File: config.mk
export PLATFORM = sky130hd
export DESIGN_NAME = ptw_walk
export DESIGN_NICKNAME = d
export VERILOG_FILES = /design/src/rtl/ptw_pkg.sv /design/src/rtl/ptw_walk.sv
export SDC_FILE = /design/constraint.sdc
export NUM_CORES = 1
export LEC_CHECK = 0
export BUFFER_PORTS_ARGS = -buffer_cell sky130_fd_sc_hd__buf_2
export CORE_MARGIN = 5
export CORE_UTILIZATION = 53
export CTS_CLUSTER_DIAMETER = 40
export DETAILED_ROUTE_END_ITERATION = 8
export MAX_ROUTING_LAYER = met4
export PLACE_DENSITY = 0.86
export SYNTH_ARGS = -nofsm -noshare
export SYNTH_HDL_FRONTEND = slang
export SYNTH_SLANG_ARGS = --single-unit
File: constraint.sdc
create_clock -name i_clk -period 14.35 [get_ports i_clk]
set_input_delay 4.305 -clock i_clk [delete_from_list [all_inputs] [get_ports i_clk]]
set_output_delay 4.305 -clock i_clk [all_outputs]
set_load 0.01 [all_outputs]
File: src/rtl/ptw_pkg.sv
`timescale 1ns / 1ps

package ptw_pkg;

    // Table memory geometry
    localparam int TABLE_FRAMES      = 64;
    localparam int ENTRIES_PER_TABLE = 512;
    localparam int MEM_WORDS         = TABLE_FRAMES * ENTRIES_PER_TABLE;
    localparam int FRAME_W           = (TABLE_FRAMES > 1) ? $clog2(TABLE_FRAMES) : 1;
    localparam int IDX_W             = $clog2(ENTRIES_PER_TABLE);
    localparam int ADDR_W            = FRAME_W + IDX_W;
    localparam int ENTRY_W           = 64;
    localparam int ROOT_W            = 6;
    localparam int PAGE_SHIFT        = 12;
    localparam logic [PAGE_SHIFT-1:0] OFFSET_MASK = 12'hFFF;

    localparam logic [1:0] LEAF_LEVEL = 2'd3;

    typedef enum logic [1:0] {
        KIND_WRITE     = 2'd0,
        KIND_TRANSLATE = 2'd1,
        KIND_UNMAP     = 2'd2
    } t_kind;

    typedef struct packed {
        t_kind         kind;
        logic [63:0]   vaddr;
        logic [14:0]   entry_index;
        logic [63:0]   entry_value;
    } t_ptw_req;

    typedef struct packed {
        logic [63:0]   phys_addr;
        logic          mapped;
        logic          out_of_range;
    } t_ptw_rsp;

    // Table index of one walk level: bits 47:39, 38:30, 29:21, 20:12
    function automatic logic [IDX_W-1:0] level_index(input logic [63:0] va,
                                                      input logic [1:0]  lvl);
        logic [IDX_W-1:0] idx;
        case (lvl)
            2'd0:    idx = va[47:39];
            2'd1:    idx = va[38:30];
            2'd2:    idx = va[29:21];
            default: idx = va[20:12];
        endcase
        return idx;
    endfunction

endpackage

File: src/rtl/ptw_walk.sv
`timescale 1ns / 1ps

module ptw_walk
    import ptw_pkg::*;
(
    input  logic               i_clk,
    input  logic               i_rst_n,
    input  logic               i_start,
    input  t_ptw_req           i_cmd,
    input  logic [ROOT_W-1:0]  i_root,
    output logic               o_busy,
    output logic               o_done,
    output t_ptw_rsp           o_res,
    output logic               o_mem_en,
    output logic               o_mem_we,
    output logic [ADDR_W-1:0]  o_mem_addr,
    output logic [ENTRY_W-1:0] o_mem_wdata,
    input  logic [ENTRY_W-1:0] i_mem_rdata
);

    typedef enum logic [2:0] {
        S_CLEAR,
        S_IDLE,
        S_START,
        S_WALK
    } t_state;

    t_state             r_state;
    t_ptw_req           r_cmd;
    logic [1:0]         r_level;
    logic [ADDR_W-1:0]  r_addr;
    logic [ADDR_W-1:0]  r_clr;
    logic               r_done;
    t_ptw_rsp           r_res;

    logic [63:0]        root_ext;
    logic               root_null;
    logic               root_oor;
    logic [51:0]        ent_frame;
    logic               ent_present;
    logic               ent_null;
    logic               ent_oor;
    logic               wr_ok;

    assign root_ext    = 64'(i_root);
    assign root_null   = (i_root == '0);
    assign root_oor    = (root_ext >= 64'(TABLE_FRAMES));
    assign ent_frame   = i_mem_rdata[63:PAGE_SHIFT];
    assign ent_present = i_mem_rdata[0];
    assign ent_null    = (ent_frame == '0);
    assign ent_oor     = (ent_frame >= 52'(TABLE_FRAMES));
    assign wr_ok       = (64'(r_cmd.entry_index) < 64'(MEM_WORDS));

    // Single memory port: clear sweep, entry write, level reads, leaf clear
    always_comb begin
        o_mem_en    = 1'b0;
        o_mem_we    = 1'b0;
        o_mem_addr  = r_clr;
        o_mem_wdata = '0;
        unique case (r_state)
            S_CLEAR: begin
                o_mem_en = 1'b1;
                o_mem_we = 1'b1;
            end
            S_START: begin
                case (r_cmd.kind) inside
                    KIND_WRITE: begin
                        o_mem_en    = wr_ok;
                        o_mem_we    = 1'b1;
                        o_mem_addr  = ADDR_W'(r_cmd.entry_index);
                        o_mem_wdata = r_cmd.entry_value;
                    end
                    KIND_TRANSLATE, KIND_UNMAP: begin
                        o_mem_en   = !root_null && !root_oor;
                        o_mem_addr = {FRAME_W'(root_ext), level_index(r_cmd.vaddr, 2'd0)};
                    end
                    default: begin
                        o_mem_en = 1'b0;
                    end
                endcase
            end
            S_WALK: begin
                if (r_level != LEAF_LEVEL) begin
                    o_mem_en   = ent_present && !ent_null && !ent_oor;
                    o_mem_addr = {i_mem_rdata[PAGE_SHIFT +: FRAME_W],
                                  level_index(r_cmd.vaddr, r_level + 2'd1)};
                end else if (r_cmd.kind == KIND_UNMAP) begin
                    o_mem_en   = 1'b1;
                    o_mem_we   = 1'b1;
                    o_mem_addr = r_addr;
                end
            end
            default: begin
                o_mem_en = 1'b0;
            end
        endcase
    end

    always_ff @(posedge i_clk) begin
        if (!i_rst_n) begin
            r_state <= S_CLEAR;
            r_clr   <= '0;
            r_done  <= 1'b0;
            r_level <= '0;
        end else begin
            r_done <= 1'b0;
            if (o_mem_en && !o_mem_we) begin
                r_addr <= o_mem_addr;
            end
            unique case (r_state)
                S_CLEAR: begin
                    r_clr <= r_clr + 1'b1;
                    if (r_clr == ADDR_W'(MEM_WORDS - 1)) begin
                        r_state <= S_IDLE;
                    end
                end
                S_IDLE: begin
                    if (i_start) begin
                        r_cmd   <= i_cmd;
                        r_state <= S_START;
                    end
                end
                S_START: begin
                    r_level <= '0;
                    r_res   <= '0;
                    case (r_cmd.kind) inside
                        KIND_TRANSLATE, KIND_UNMAP: begin
                            if (root_null) begin
                                r_done  <= 1'b1;
                                r_state <= S_IDLE;
                            end else if (root_oor) begin
                                r_res.out_of_range <= 1'b1;
                                r_done  <= 1'b1;
                                r_state <= S_IDLE;
                            end else begin
                                r_state <= S_WALK;
                            end
                        end
                        default: begin
                            r_done  <= 1'b1;
                            r_state <= S_IDLE;
                        end
                    endcase
                end
                S_WALK: begin
                    if (r_level != LEAF_LEVEL) begin
                        if (!ent_present || ent_null) begin
                            r_done  <= 1'b1;
                            r_state <= S_IDLE;
                        end else if (ent_oor) begin
                            r_res.out_of_range <= 1'b1;
                            r_done  <= 1'b1;
                            r_state <= S_IDLE;
                        end else begin
                            r_level <= r_level + 2'd1;
                        end
                    end else begin
                        if (r_cmd.kind == KIND_TRANSLATE) begin
                            if (ent_present) begin
                                r_res.mapped    <= 1'b1;
                                r_res.phys_addr <= {i_mem_rdata[63:PAGE_SHIFT],
                                                    r_cmd.vaddr[PAGE_SHIFT-1:0] & OFFSET_MASK};
                            end
                        end else begin
                            r_res.mapped <= ent_present;
                        end
                        r_done  <= 1'b1;
                        r_state <= S_IDLE;
                    end
                end
                default: begin
                    r_state <= S_IDLE;
                end
            endcase
        end
    end

    assign o_busy = (r_state != S_IDLE);
    assign o_done = r_done;
    assign o_res  = r_res;

endmodule

==> impl_metrics.env <==
export IMPL_ir_worst_vdd_mv=0.109
export IMPL_fill_cells=1221
export IMPL_ff2ff_setup_slack_ns=11.22
export IMPL_final_hold_viol_count=0
export IMPL_grt_overflow=0
export IMPL_synth_top_area_share_pct=66.4
export IMPL_dieHeight_um=144
export IMPL_clock_fmax_mhz=95.9
export IMPL_final_area_um2=12500
export IMPL_dp_cells=1221
export IMPL_grt_pass1_vias=6849
export IMPL_grt_max_degree=96
export IMPL_min_from="r_cmd[81]"
export IMPL_cp_startpoint="i_mem_rdata[26]"
export IMPL_synth_seq_area_share_pct=70.6
export IMPL_post_cts_buffers=0
export IMPL_use_met1_pct=27.4
export IMPL_dp_hpwl_um=17300
export IMPL_layout_min_cycle_time_ns=10.43
export IMPL_critical_path_max_fanout=9
export IMPL_layout_commonest_cell="buf_2"
export IMPL_tightest_slew_ns=0.862
export IMPL_min_path_type="flop to flop"
export IMPL_setup_slack_ns=3.92
export IMPL_timing_final_crit_share_pct=72.7
export IMPL_crit_required_ns=10.05
export IMPL_async_flop_share_pct=0
export IMPL_leakagePower_nw=5.40
export IMPL_yosys_register_bits=230
export IMPL_layout_common_cells="buf_2 (339), edfxtp_1 (210), and3_1 (65), and2_1 (64), nand2_1 (38)"
export IMPL_powerDensity_nw_per_um2=128
export IMPL_hold_end="o_res[4]"
export IMPL_drc_errors=0
export IMPL_synth_flop_cell="edfxtp_1"
export IMPL_setup_viol=0
export IMPL_drive_above_1_share_pct=39.7
export IMPL_vias_per_cell=5.40
export IMPL_cp_cell_sequence="buf_2 -> or4_1 -> nor2_1 -> nand3_1 -> nand4bb_1 -> a31oi_1 -> buf_2"
export IMPL_globalplace_congestion=0.895
export IMPL_relSlewSlack_pct=42.5
export IMPL_ys_warnings_count=0
export IMPL_syn_inst=693
export IMPL_io_pin_count=367
export IMPL_wl_um=24600
export IMPL_antenna_found_initial=5
export IMPL_dpl_instance_area_um2=11400
export IMPL_nets=1261
export IMPL_max_cap_violations=0
export IMPL_clk_pin_slew_ns=0.05
export IMPL_worst_path_most_repeated_cell="buf_2"
export IMPL_seq_area_um2=6710
export IMPL_multi_input_area_um2=2530
export IMPL_postRouteAntennaNets=0
export IMPL_reg2reg_from="r_state[1]"
export IMPL_fp_dieW_um=144
export IMPL_start_util_pct=53.4
export IMPL_crit_type="input pin to output port"
export IMPL_grtUsageMet3_pct=6.39
export IMPL_synthToLayoutAreaGrowth_pct=31.8
export IMPL_syn_area_um2=9490
export IMPL_hold_slack_ns=0.523
export IMPL_final_core_util_pct=70.4
export IMPL_synth_top_area_cell="edfxtp_1"
export IMPL_core_area_um2=17800
export IMPL_fin_cells=1289
export IMPL_cts_tree="done"
export IMPL_fp_row_count=49
export IMPL_die_area_um2=20700
export IMPL_status="complete, no violations"
export IMPL_pre_cts_ws_ns=3.91
export IMPL_root_buffer="clkbuf_16"
export IMPL_cts_htree_levels=2
export IMPL_worstSetupStartpointType="input pin"
export IMPL_port_buffer_count=339
export IMPL_clockBufferDepth=3
export IMPL_grt_busiest_layer="met2"
export IMPL_finalSetupTns_ns=0
export IMPL_fin_skew_ns=0.0181
export IMPL_drv_slew=0
export IMPL_grt_use_met2_pct=39.4
export IMPL_worstRegToRegCells=5
export IMPL_first_pass_iters=7
export IMPL_max_stage_delay_ns=0.56
export IMPL_num_vias=6959
export IMPL_critPathArrivalTime_ns=6.13
export IMPL_drt_initial_drc_count=462
export IMPL_reg2reg_to="o_res[33]"
export IMPL_wire_per_inst_um=19.1
export IMPL_syn_area_per_cell_um2=13.7
export IMPL_crit_path_end_kind="output port"
export IMPL_track_usage_pct=23.3
export IMPL_cts_resized=0
export IMPL_holdBufCountCts=0
export IMPL_rsz0062_at_grt="no"
export IMPL_cts_buffers=35
export IMPL_power_mw=1.60
export IMPL_synth_edf_count=210
export IMPL_grt_pass1_wl_um=36000
export IMPL_synth_area_leaders="edfxtp_1 (66%), and3_1 (4.3%), and2_1 (4.2%)"
export IMPL_slowest_stage="or4_1"
export IMPL_numClockSinks=230
export IMPL_min_delay_path_depth=1
export IMPL_synth_cell_types=41
export IMPL_syn_nets=925
export IMPL_clk_latency_ns=0.49
layout make-up:
type	count	share of cell area, %
Sequential cell	230	53.6
Clock buffer	38	7.43
Clock inverter	24	1.58
Antenna cell	6	0.120
Multi-Input combinational cell	390	20.2
Tap cell	229	2.29
Inverter	26	0.780
Timing Repair Buffer	346	14.0
logic make-up after synthesis:
logic type	Yosys count	synth area share, %
flip-flops	230	70.6
adder cells (fa/ha/maj)	14	1.85
AO/OA/AOI/OAI	98	6.76
AND/OR/NAND/NOR	243	14.1
multiplexers	25	2.74
buffers and inverters	73	2.94
XOR/XNOR	10	0.923
where the power goes:
group	total (mW)	leakage [nW]	internal, mW	switching (mW)
Sequential	0.743	2.07	0.738	0.00505
Combinational	0.0594	2.76	0.0292	0.0302
Clock	0.801	0.560	0.496	0.305
Total	1.60	5.40	1.26	0.340
sequential cells by signal, indices dropped and copies added, names as in the netlist:
signal   cells
o_res       66
r_cmd      129
r_level      2
r_clr       15
o_done       1
r_addr      15
r_state      2
synth_stat cells (2+ instances only):
master and count:
inv_1 25, buf_2 3, a222oi_1 15, or3_1 4
nand4_1 7, nor2_1 29, and2_1 64, nand3_1 15
nor4_1 11, dfxtp_1 20, a31oi_1 3, or4_1 3
a22oi_1 9, mux2_2 8, o21a_1 2, ha_1 14
clkbuf_1 43, nand2_1 38, mux2i_1 17, nand2b_1 2
edfxtp_1 210, a211oi_1 8, and3_1 66, o21ai_0 36
xor2_1 8, a21oi_1 17, xnor2_1 2
worst max-delay path by stage:
stage | endpoint | slack (ns) | cells after the start
global route | o_mem_en | 3.88 | 7
floorplan | o_mem_en | 4.48 | 6
detailed placement | o_mem_en | 3.91 | 7
CTS | o_mem_en | 3.89 | 7
global placement | o_mem_en | 3.90 | 7
finish | o_mem_en | 3.92 | 7
critical path: cells and delay by family:
kind | cells | cell delay [ns]
buf+inv | 2 | 0.28
compound gates | 1 | 0.27
simple gates | 4 | 1.27
metal layers:
| metal | part of all wire (%) | vias to the layer above |
|---|---|---|
| met5 | 0 | - |
| met4 | 2.6 | 0 |
| met3 | 9.9 | 48 |
| met2 | 51 | 366 |
| met1 | 37 | 3261 |
| li1 | - | 3284 |
Note: power is estimated with default switching activity, not from simulation.
